==> config.mk <==
export PLATFORM = sky130hd
export DESIGN_NAME = round_robin_task_scheduler_core_flat
export DESIGN_NICKNAME = d
export VERILOG_FILES = /design/src/hw/rtl/rrts_pkg.sv /design/src/hw/rtl/rrts_if.sv /design/src/hw/rtl/rrts_mem.sv /design/src/hw/rtl/rrts_alu.sv /design/src/hw/rtl/round_robin_task_scheduler_core.sv /design/src/flat_wrapper.sv
export SDC_FILE = /design/constraint.sdc
export NUM_CORES = 1
export LEC_CHECK = 0
export BUFFER_PORTS_ARGS = -buffer_cell sky130_fd_sc_hd__buf_2
export CORE_ASPECT_RATIO = 1.5
export CORE_MARGIN = 2
export CORE_UTILIZATION = 25
export CTS_CLUSTER_DIAMETER = 30
export DETAILED_ROUTE_END_ITERATION = 10
export GPL_TIMING_DRIVEN = 0
export HOLD_SLACK_MARGIN = 0.12
export PLACE_DENSITY = 0.46
export SYNTH_ARGS = -nofsm -noshare
export SYNTH_HDL_FRONTEND = slang
export SYNTH_SLANG_ARGS = --single-unit
==> constraint.sdc <==
create_clock -name clk -period 6 [get_ports clk]
set_input_delay 0.3 -clock clk [delete_from_list [all_inputs] [get_ports clk]]
set_output_delay 0.3 -clock clk [all_outputs]
set_load 0.03 [all_outputs]
==> src/hw/rtl/rrts_pkg.sv <==
// rrts_pkg: shared widths, request codes and types for the round-robin scheduler
// no dependencies; used by every other file of the block except rrts_mem

package rrts_pkg;

  localparam int NUM_TASKS_DEF = 8;

  localparam int REQ_W  = 2;
  localparam int TICK_W = 32;
  localparam int SP_W   = 32;
  localparam int SEL_W  = 3;
  localparam int RUN_W  = 3;
  localparam int MASK_W = 8;

  localparam logic [REQ_W-1:0] REQ_TICK   = 2'd0;
  localparam logic [REQ_W-1:0] REQ_DELAY  = 2'd1;
  localparam logic [REQ_W-1:0] REQ_SWITCH = 2'd2;
  localparam logic [REQ_W-1:0] REQ_LOAD   = 2'd3;

  typedef struct packed {
    logic [TICK_W-1:0] sum;
    logic              eq;
  } alu_res_t;

endpackage

==> src/hw/rtl/rrts_if.sv <==
// rrts_req_if / rrts_rsp_if: valid-ready channels for requests and results
// depends on rrts_pkg for field widths

interface rrts_req_if;
  logic                       valid;
  logic                       ready;
  logic [rrts_pkg::REQ_W-1:0]  req_type;
  logic [rrts_pkg::TICK_W-1:0] delay_ticks;
  logic [rrts_pkg::SP_W-1:0]   sp_in;
  logic [rrts_pkg::SEL_W-1:0]  task_select;

  modport source (output valid, req_type, delay_ticks, sp_in, task_select, input ready);
  modport sink   (input valid, req_type, delay_ticks, sp_in, task_select, output ready);
endinterface

interface rrts_rsp_if;
  logic                       valid;
  logic                       ready;
  logic [rrts_pkg::RUN_W-1:0]  running_task;
  logic [rrts_pkg::SP_W-1:0]   sp_out;
  logic [rrts_pkg::MASK_W-1:0] ready_mask;

  modport source (output valid, running_task, sp_out, ready_mask, input ready);
  modport sink   (input valid, running_task, sp_out, ready_mask, output ready);
endinterface

==> src/hw/rtl/rrts_mem.sv <==
// rrts_mem: one write port, one registered read port task table
// no package dependencies

module rrts_mem #(
  parameter int WIDTH = 32,
  parameter int DEPTH = 8
) (
  input  logic                     clk,
  input  logic                     we,
  input  logic [$clog2(DEPTH)-1:0] waddr,
  input  logic [WIDTH-1:0]         wdata,
  input  logic [$clog2(DEPTH)-1:0] raddr,
  output logic [WIDTH-1:0]         rdata
);

  logic [WIDTH-1:0] mem [DEPTH];

  always_ff @(posedge clk) begin
    if (we) begin
      mem[waddr] <= wdata;
    end
    rdata <= mem[raddr];
  end

endmodule

==> src/hw/rtl/rrts_alu.sv <==
// rrts_alu: shared 32-bit adder and equality compare for tick math and wake scan
// depends on rrts_pkg for alu_res_t

module rrts_alu (
  input  logic [rrts_pkg::TICK_W-1:0] a,
  input  logic [rrts_pkg::TICK_W-1:0] b,
  output rrts_pkg::alu_res_t          res
);

  assign res.sum = a + b;
  assign res.eq  = (a == b);

endmodule

==> src/hw/rtl/round_robin_task_scheduler_core.sv <==
// Round-robin task scheduler core. Each request gives one result. Delay and load
// requests pass the execute, read and write-back states; tick requests also scan the
// wake ticks and switch requests search for a ready task, because wake ticks are
// compared one task per cycle through a single adder/comparator and the next
// ready task is searched one candidate per cycle. A new request is taken only
// while the sequencer is idle; a finished result waits in the output register
// so the next request can be taken before it is read. Stack pointers of tasks
// never saved or loaded read back as undefined.
// depends on rrts_pkg, rrts_if, rrts_mem, rrts_alu

module round_robin_task_scheduler_core #(
  parameter int NUM_TASKS = rrts_pkg::NUM_TASKS_DEF
) (
  input  logic       clk,
  input  logic       rst,
  rrts_req_if.sink   req_ch,
  rrts_rsp_if.source rsp_ch
);

  localparam int AW = $clog2(NUM_TASKS);
  localparam logic [AW-1:0] LAST = AW'(NUM_TASKS - 1);
  localparam logic [5:0] NT6 = 6'(NUM_TASKS);

  typedef enum logic [2:0] {
    S_IDLE, S_EXEC, S_TICK_SCAN, S_TICK_LAST, S_SW_SCAN, S_RD, S_WB
  } state_t;

  state_t state;

  logic [rrts_pkg::REQ_W-1:0]  req;
  logic [rrts_pkg::TICK_W-1:0] delay;
  logic [rrts_pkg::SP_W-1:0]   sp;
  logic [rrts_pkg::SEL_W-1:0]  sel;

  logic [rrts_pkg::TICK_W-1:0] tick_now;
  logic [AW-1:0]               active;
  logic [NUM_TASKS-1:0]        ready;
  logic [AW-1:0]               scan_idx;
  logic [AW-1:0]               hit_idx;
  logic                        chk_valid;
  logic [AW-1:0]               cand;
  logic [AW-1:0]               cnt;

  logic [AW-1:0]               cand_next;
  logic                        sel_ok;
  logic [AW-1:0]               sel_idx;
  logic [rrts_pkg::MASK_W-1:0] mask;

  logic [rrts_pkg::TICK_W-1:0] alu_b;
  rrts_pkg::alu_res_t          alu_res;

  logic                        wake_we;
  logic [rrts_pkg::TICK_W-1:0] wake_rdata;
  logic                        sp_we;
  logic [AW-1:0]               sp_waddr;
  logic [rrts_pkg::SP_W-1:0]   sp_rdata;

  assign req_ch.ready = (state == S_IDLE) && !rst;

  assign cand_next = (cand == LAST) ? '0 : cand + AW'(1);
  assign sel_ok    = ({3'b000, sel} < NT6);
  assign sel_idx   = AW'(sel);

  for (genvar g = 0; g < rrts_pkg::MASK_W; g++) begin : g_mask
    if (g < NUM_TASKS) begin : g_on
      assign mask[g] = ready[g];
    end else begin : g_off
      assign mask[g] = 1'b0;
    end
  end

  always_comb begin
    alu_b = wake_rdata;
    if (state == S_EXEC) begin
      alu_b = (req == rrts_pkg::REQ_TICK) ? rrts_pkg::TICK_W'(1) : delay;
    end
  end

  rrts_alu u_alu (
    .a   (tick_now),
    .b   (alu_b),
    .res (alu_res)
  );

  always_comb begin
    wake_we  = (state == S_EXEC) && (req == rrts_pkg::REQ_DELAY) && (active != '0);
    sp_we    = 1'b0;
    sp_waddr = active;
    if (state == S_EXEC) begin
      if (req == rrts_pkg::REQ_SWITCH) begin
        sp_we = 1'b1;
      end else if (req == rrts_pkg::REQ_LOAD) begin
        sp_we    = sel_ok;
        sp_waddr = sel_idx;
      end
    end
  end

  rrts_mem #(.WIDTH(rrts_pkg::TICK_W), .DEPTH(NUM_TASKS)) u_wake_mem (
    .clk   (clk),
    .we    (wake_we),
    .waddr (active),
    .wdata (alu_res.sum),
    .raddr (scan_idx),
    .rdata (wake_rdata)
  );

  rrts_mem #(.WIDTH(rrts_pkg::SP_W), .DEPTH(NUM_TASKS)) u_sp_mem (
    .clk   (clk),
    .we    (sp_we),
    .waddr (sp_waddr),
    .wdata (sp),
    .raddr (active),
    .rdata (sp_rdata)
  );

  always_ff @(posedge clk) begin
    if (req_ch.valid && req_ch.ready) begin
      req   <= req_ch.req_type;
      delay <= req_ch.delay_ticks;
      sp    <= req_ch.sp_in;
      sel   <= req_ch.task_select;
    end
    if (state == S_WB && (!rsp_ch.valid || rsp_ch.ready)) begin
      rsp_ch.running_task <= rrts_pkg::RUN_W'(active);
      rsp_ch.sp_out       <= sp_rdata;
      rsp_ch.ready_mask   <= mask;
    end
  end

  always_ff @(posedge clk) begin
    if (rst) begin
      state     <= S_IDLE;
      tick_now  <= '0;
      active    <= AW'(1);
      ready     <= '1;
      scan_idx  <= '0;
      hit_idx   <= '0;
      chk_valid <= 1'b0;
      cand      <= '0;
      cnt       <= '0;
      rsp_ch.valid <= 1'b0;
    end else begin
      if (rsp_ch.valid && rsp_ch.ready && state != S_WB) begin
        rsp_ch.valid <= 1'b0;
      end
      unique case (state)
        S_IDLE: begin
          if (req_ch.valid) begin
            state <= S_EXEC;
          end
        end
        S_EXEC: begin
          unique case (req)
            rrts_pkg::REQ_TICK: begin
              tick_now  <= alu_res.sum;
              scan_idx  <= AW'(1);
              chk_valid <= 1'b0;
              state     <= S_TICK_SCAN;
            end
            rrts_pkg::REQ_DELAY: begin
              if (active != '0) begin
                ready[active] <= 1'b0;
              end
              state <= S_RD;
            end
            rrts_pkg::REQ_SWITCH: begin
              cand  <= active;
              cnt   <= '0;
              state <= S_SW_SCAN;
            end
            rrts_pkg::REQ_LOAD: begin
              if (sel_ok) begin
                ready[sel_idx] <= 1'b1;
              end
              state <= S_RD;
            end
            default: state <= S_RD;
          endcase
        end
        S_TICK_SCAN: begin
          if (chk_valid && alu_res.eq) begin
            ready[hit_idx] <= 1'b1;
          end
          hit_idx   <= scan_idx;
          chk_valid <= 1'b1;
          if (scan_idx == LAST) begin
            state <= S_TICK_LAST;
          end else begin
            scan_idx <= scan_idx + AW'(1);
          end
        end
        S_TICK_LAST: begin
          if (chk_valid && alu_res.eq) begin
            ready[hit_idx] <= 1'b1;
          end
          chk_valid <= 1'b0;
          state     <= S_RD;
        end
        S_SW_SCAN: begin
          if (cand_next != '0 && ready[cand_next]) begin
            active <= cand_next;
            state  <= S_RD;
          end else if (cnt == LAST) begin
            active <= '0;
            state  <= S_RD;
          end else begin
            cand <= cand_next;
            cnt  <= cnt + AW'(1);
          end
        end
        S_RD: begin
          state <= S_WB;
        end
        S_WB: begin
          if (!rsp_ch.valid || rsp_ch.ready) begin
            rsp_ch.valid <= 1'b1;
            state        <= S_IDLE;
          end
        end
        default: state <= S_IDLE;
      endcase
    end
  end

endmodule

==> src/flat_wrapper.sv <==
// flat-port wrapper written by rule: the top's interface ports become plain ports
module round_robin_task_scheduler_core_flat 
#(
  parameter int NUM_TASKS = rrts_pkg::NUM_TASKS_DEF
)
  (clk, rst, req_ch_valid, req_ch_req_type, req_ch_delay_ticks, req_ch_sp_in, req_ch_task_select, req_ch_ready, rsp_ch_valid, rsp_ch_running_task, rsp_ch_sp_out, rsp_ch_ready_mask, rsp_ch_ready);
  rrts_req_if req_ch_i ();
  rrts_rsp_if rsp_ch_i ();
  input  logic clk;
  input  logic rst;
  input wire logic [$bits(req_ch_i.valid)-1:0] req_ch_valid;
  input wire logic [$bits(req_ch_i.req_type)-1:0] req_ch_req_type;
  input wire logic [$bits(req_ch_i.delay_ticks)-1:0] req_ch_delay_ticks;
  input wire logic [$bits(req_ch_i.sp_in)-1:0] req_ch_sp_in;
  input wire logic [$bits(req_ch_i.task_select)-1:0] req_ch_task_select;
  output wire logic [$bits(req_ch_i.ready)-1:0] req_ch_ready;
  output wire logic [$bits(rsp_ch_i.valid)-1:0] rsp_ch_valid;
  output wire logic [$bits(rsp_ch_i.running_task)-1:0] rsp_ch_running_task;
  output wire logic [$bits(rsp_ch_i.sp_out)-1:0] rsp_ch_sp_out;
  output wire logic [$bits(rsp_ch_i.ready_mask)-1:0] rsp_ch_ready_mask;
  input wire logic [$bits(rsp_ch_i.ready)-1:0] rsp_ch_ready;
  assign req_ch_i.valid = req_ch_valid;
  assign req_ch_i.req_type = req_ch_req_type;
  assign req_ch_i.delay_ticks = req_ch_delay_ticks;
  assign req_ch_i.sp_in = req_ch_sp_in;
  assign req_ch_i.task_select = req_ch_task_select;
  assign req_ch_ready = req_ch_i.ready;
  assign rsp_ch_valid = rsp_ch_i.valid;
  assign rsp_ch_running_task = rsp_ch_i.running_task;
  assign rsp_ch_sp_out = rsp_ch_i.sp_out;
  assign rsp_ch_ready_mask = rsp_ch_i.ready_mask;
  assign rsp_ch_i.ready = rsp_ch_ready;
  round_robin_task_scheduler_core #(.NUM_TASKS(NUM_TASKS)) u_core (.clk(clk), .rst(rst), .req_ch(req_ch_i), .rsp_ch(rsp_ch_i));
endmodule
==> summary.md <==
| Metric | Value |
|---|---|
| Floorplan row count | `152` |
| Worst-path clk slew | `0.05 ns` |
| Final hold violation count | `0` |
| Total congestion overflow | `0` |
| Max cap viols | `0` |
| Longest Clk Path Bufs | `3` |
| Crit path max fanout | `10` |
| Instance count of the mapped netlist | `1792` |
| Number of flops mapped to enable cells by yosys | `624` |
| Worst hold path class | `input pin to register` |
| Net switching power | `approximately 4.3 mW` |
| Critical-path top delay cell | `sky130_fd_sc_hd__clkbuf_1` |
| Worst-case vdd ir drop | `between 200 and 300 uV` |
| Latest clock arrival within the worst-skew pair | `0.73 ns` |
| Synthesis-to-finish area growth | `31.2%` |
| Critical Path Sink Type | `register` |
| Clock tree from TritonCTS | `built` |
| Global-route wire length before repair | `123000 um` |
| Most frequent CP cell | `sky130_fd_sc_hd__nand2_1` |
| Final Instance Area | `37700 sq um` |
| Critical path's top delay family | `compound AO/OA/AOI/OAI gates` |
| Dominant cells by area after synthesis | `sky130_fd_sc_hd__edfxtp_1 (65%), sky130_fd_sc_hd__dfxtp_1 (8.6%), sky130_fd_sc_hd__mux4_2 (5.2%), sky130_fd_sc_hd__a22oi_1 (3.5%), sky130_fd_sc_hd__ha_1 (1.9%)` |
| Clock buffers created by TritonCTS | `159` |
| Synth cell count leaders | `sky130_fd_sc_hd__edfxtp_1 (624), sky130_fd_sc_hd__nand2_1 (145), sky130_fd_sc_hd__a22oi_1 (133)` |
| Endpoints failing setup | `0` |
| Wire per inst | `22.0 um` |
| Half-perimeter wire length after placement | `around 56000 um` |
| Count of pins over their slew limit | `0` |
| Yosys warns | `0` |
| Number of violations reported at the end of detailed-routing iteration 0 | `roughly 1100` |
| Leakage power total | `~13 nW` |
| Average cell area after synthesis | `approximately 16 sq um` |
| Share of layout cells above drive strength 1 | `22.6%` |
| Horiz. Die Dim | `approximately 280 um` |
| Result of the run | `finished clean` |
| Clock skew | `0.0252 ns` |
| RSZ-0062 raised after global routing | `no` |
| Post-route worst hold slack | `0.273 ns` |
| DRC violations left | `0` |
| CTS H-Tree Depth | `4` |
| Vias per cell | `~4.6` |
| Arrival time of the worst setup path | `5.74 ns` |
| Highest cell delay on the worst timing path | `0.72 ns` |
| Nets@finish | `2309` |
| Final non-filler cell total | `3792` |
| Post-route clock period utilization | `88.4%` |
| Switching power share of the total | `about a quarter` |
| Die span in y | `419 um` |
| Worst Path Buf+Inv | `3` |
| Total die area | `118000 sq um` |
| Core Region | `114000 sq um` |
| Count of unique library cells instantiated by Yosys | `65` |
| Setup ws final | `between 0.6 and 0.7 ns` |
| Port-buffer cells | `116` |
| Sequential cell area fraction in the yosys report | `between 70% and 80%` |
| Tightest slew margin relative to the limit | `23.6%` |
| Number of iterations in the first detailed-routing pass | `5` |
| Power per Cell Area | `approximately 440 nW/um^2` |
| Filler instances | `11100` |
| Worst R2R Setup Slack | `0.70 ns` |
| Critical path class | `register to register` |
| Maximum number of pins on one net before global-route repair | `45` |
| Startpoint kind of the worst setup timing path | `register` |
| Cell count after placement | `about 3400` |
| Placed standard-cell area | `31700 sq um` |
| Maximum operating frequency | `0.189 GHz` |
| Int Power | `12.4 mW` |
| Antenna violations before repair | `7` |
| Seq cells post-synth | `748` |
| Number of primary I/O pins | `118` |
| Final estimated routing congestion in global placement | `0.897` |
| Clock root buffer master | `sky130_fd_sc_hd__clkbuf_16` |
| Top-count cell post-synth | `sky130_fd_sc_hd__edfxtp_1` |
| ANT nets after route | `0` |
| Cell type with the highest aggregate area in the netlist | `sky130_fd_sc_hd__edfxtp_1` |
| Combinational group share of total power | `between 10% and 20%` |
| Summed instance area of the synthesized netlist | `28700 sq um` |
| Async set-or-reset flop fraction in the synthesized netlist | `0%` |
| Fraction of post-synthesis cell area in the top cell type by area | `65.3%` |
| Sum of negative setup slack | `0 ns` |
| Sink count of the clock tree | `approximately 750` |
| Setup WS pre-CTS | `0.790 ns` |
| Overall Global Routing Usage | `14.2%` |
| Predominant post-synthesis flop cell | `sky130_fd_sc_hd__edfxtp_1` |
| Total vias in the final route | `17400` |
| Via count of the first global-routing pass | `18900` |
| Crit path cell chain | `nor2b_1, nand2b_1, clkbuf_1, clkbuf_1, nand2_1, nand2_1, ha_1, inv_1, fa_1, nand3b_1, a211oi_1, a211oi_2, a2111oi_2, o211ai_1, nand2_1, xor2_1` |
| Power share of the sequential group | `38.5%` |
| Final critical path time including I/O delays and setup | `5.30 ns` |
| Critical path data required time | `6.44 ns` |
| Measured slew at the worst slew-check pin | `between 1 and 1.5 ns` |
| Total wire length | `83400 um` |
| Initial standard-cell utilization of the core | `25.2%` |
| Relative contribution of the clock network to total power | `49.8%` |
==> final timing paths <==
path / from / to / cells after the start
setup / recovery: u_core.state[1] / u_core.u_wake_mem.mem[1][30] / 16
hold / removal: req_ch_sp_in[28] / u_core.sp[28] / 2
setup reg to reg: u_core.state[1] / u_core.u_wake_mem.mem[1][30] / 16
hold reg to reg: u_core.u_sp_mem.rdata[2] / u_core.rsp_ch.sp_out[2] / 0
==> per-stage QoR <==
stage | utilization, % | power (mW)
floorplan | - | 7.71
global placement | 27.4 | 8.41
detailed placement | 27.8 | 8.47
CTS | 33.0 | 16.9
global route | 33.0 | 17.4
finish | 33.0 | 16.7
==> layout by cell type (no fill, tap or decap), types with 6 or more instances in the layout <==
cell type,Yosys,layout
sky130_fd_sc_hd__a211oi_1,6,6
sky130_fd_sc_hd__a21o_1,20,20
sky130_fd_sc_hd__a21oi_1,73,73
sky130_fd_sc_hd__a22oi_1,133,133
sky130_fd_sc_hd__a31oi_1,13,13
sky130_fd_sc_hd__and2_1,9,6
sky130_fd_sc_hd__and3_1,13,13
sky130_fd_sc_hd__buf_1,7,7
sky130_fd_sc_hd__buf_12,0,15
sky130_fd_sc_hd__buf_2,9,125
sky130_fd_sc_hd__bufinv_16,0,11
sky130_fd_sc_hd__clkbuf_1,86,105
sky130_fd_sc_hd__clkbuf_16,0,160
sky130_fd_sc_hd__clkinv_1,0,30
sky130_fd_sc_hd__clkinv_2,0,24
sky130_fd_sc_hd__clkinv_4,0,8
sky130_fd_sc_hd__clkinvlp_4,0,16
sky130_fd_sc_hd__conb_1,1,32
sky130_fd_sc_hd__dfxtp_1,124,124
sky130_fd_sc_hd__dlygate4sd3_1,0,71
sky130_fd_sc_hd__edfxtp_1,624,624
sky130_fd_sc_hd__ha_1,44,44
sky130_fd_sc_hd__inv_1,27,27
sky130_fd_sc_hd__inv_6,0,13
sky130_fd_sc_hd__mux2_2,37,37
sky130_fd_sc_hd__mux2i_1,10,10
sky130_fd_sc_hd__mux4_2,66,66
sky130_fd_sc_hd__nand2_1,145,145
sky130_fd_sc_hd__nand3_1,48,48
sky130_fd_sc_hd__nand4_1,45,45
sky130_fd_sc_hd__nor2_1,65,52
sky130_fd_sc_hd__nor2_4,0,13
sky130_fd_sc_hd__nor2b_1,10,10
sky130_fd_sc_hd__nor3_1,23,21
sky130_fd_sc_hd__nor4_1,11,10
sky130_fd_sc_hd__o211ai_1,6,6
sky130_fd_sc_hd__o21ai_0,34,34
sky130_fd_sc_hd__xnor2_1,16,16
sky130_fd_sc_hd__xor2_1,13,13
==> registers in the layout, summed over array words and instances, names as in the netlist, 8 cells and up <==
name                      count
u_core.sp                    32
u_core.tick_now              32
u_core.delay                 32
u_core.u_wake_mem.rdata      32
u_core.u_sp_mem.rdata        32
u_core.u_wake_mem.mem       256
u_core.mask                   8
u_core.u_sp_mem.mem         256
u_core.rsp_ch.ready_mask      8
u_core.rsp_ch.sp_out         32
==> power by group through the flow <==
stage | Combinational (mW) | Sequential, mW | Clock, mW
4_1_cts | 1.98 | 6.45 | 8.49
2_1_floorplan | 1.24 | 6.47 | 0
6_report | 1.95 | 6.45 | 8.33
3_5_place_dp | 1.93 | 6.54 | 0
3_3_place_gp | 1.87 | 6.54 | 0
5_1_grt | 2.14 | 6.47 | 8.77
==> routing by layer <==
layer  track usage, %  wire, um  vias to the layer above
met5                0        31                        -
met4             4.94      1980                        6
met3             3.03      4110                      138
met2             25.3     43100                      517
met1             16.9     34200                     8821
li1                 -         -                     7892
==> worst reg2reg max path: cells and delay by family (launching register included) <==
| kind | cells | cell delay [ns] |
|---|---|---|
| AOI/OAI and AO/OA | 4 | 1.35 |
| xor gates and xnor gates | 1 | 0.53 |
| adders and majority gates | 2 | 0.61 |
| buffers and inverters | 3 | 1.21 |
| DFF | 1 | 0.46 |
| and+or+nand+nor | 6 | 0.84 |
==> what timing repair did <==
item | 4_1_cts | 5_1_grt
setup buffers | 0 | 0
hold buffers | 71 | 0
resized for setup | 0 | 0
hold endpoints to repair | 71 | 0
==> final cells by class <==
cell class / count / area, sq um / area share [%]
Antenna cell: 2 / 5.00 / 0.0133
Clock buffer: 184 / 4140 / 11.0
Multi-Input combinational cell: 944 / 7210 / 19.1
Timing Repair Buffer: 207 / 1660 / 4.42
Sequential cell: 748 / 21200 / 56.3
Buffer: 104 / 410 / 1.09
Clock inverter: 113 / 1090 / 2.90
Inverter: 27 / 101 / 0.269
Tap cell: 1463 / 1830 / 4.86
==> cells by family after synthesis <==
family,count (synthesis),synth area share (%)
buf+inv,131,1.78
other cells,1,0.0131
compound gates,328,7.81
mux,113,6.98
flops,748,73.9
simple gates,397,6.63
fa+ha+maj,45,1.99
xor+xnor,29,0.885
No activity file was read; power rests on OpenSTA's default activity.
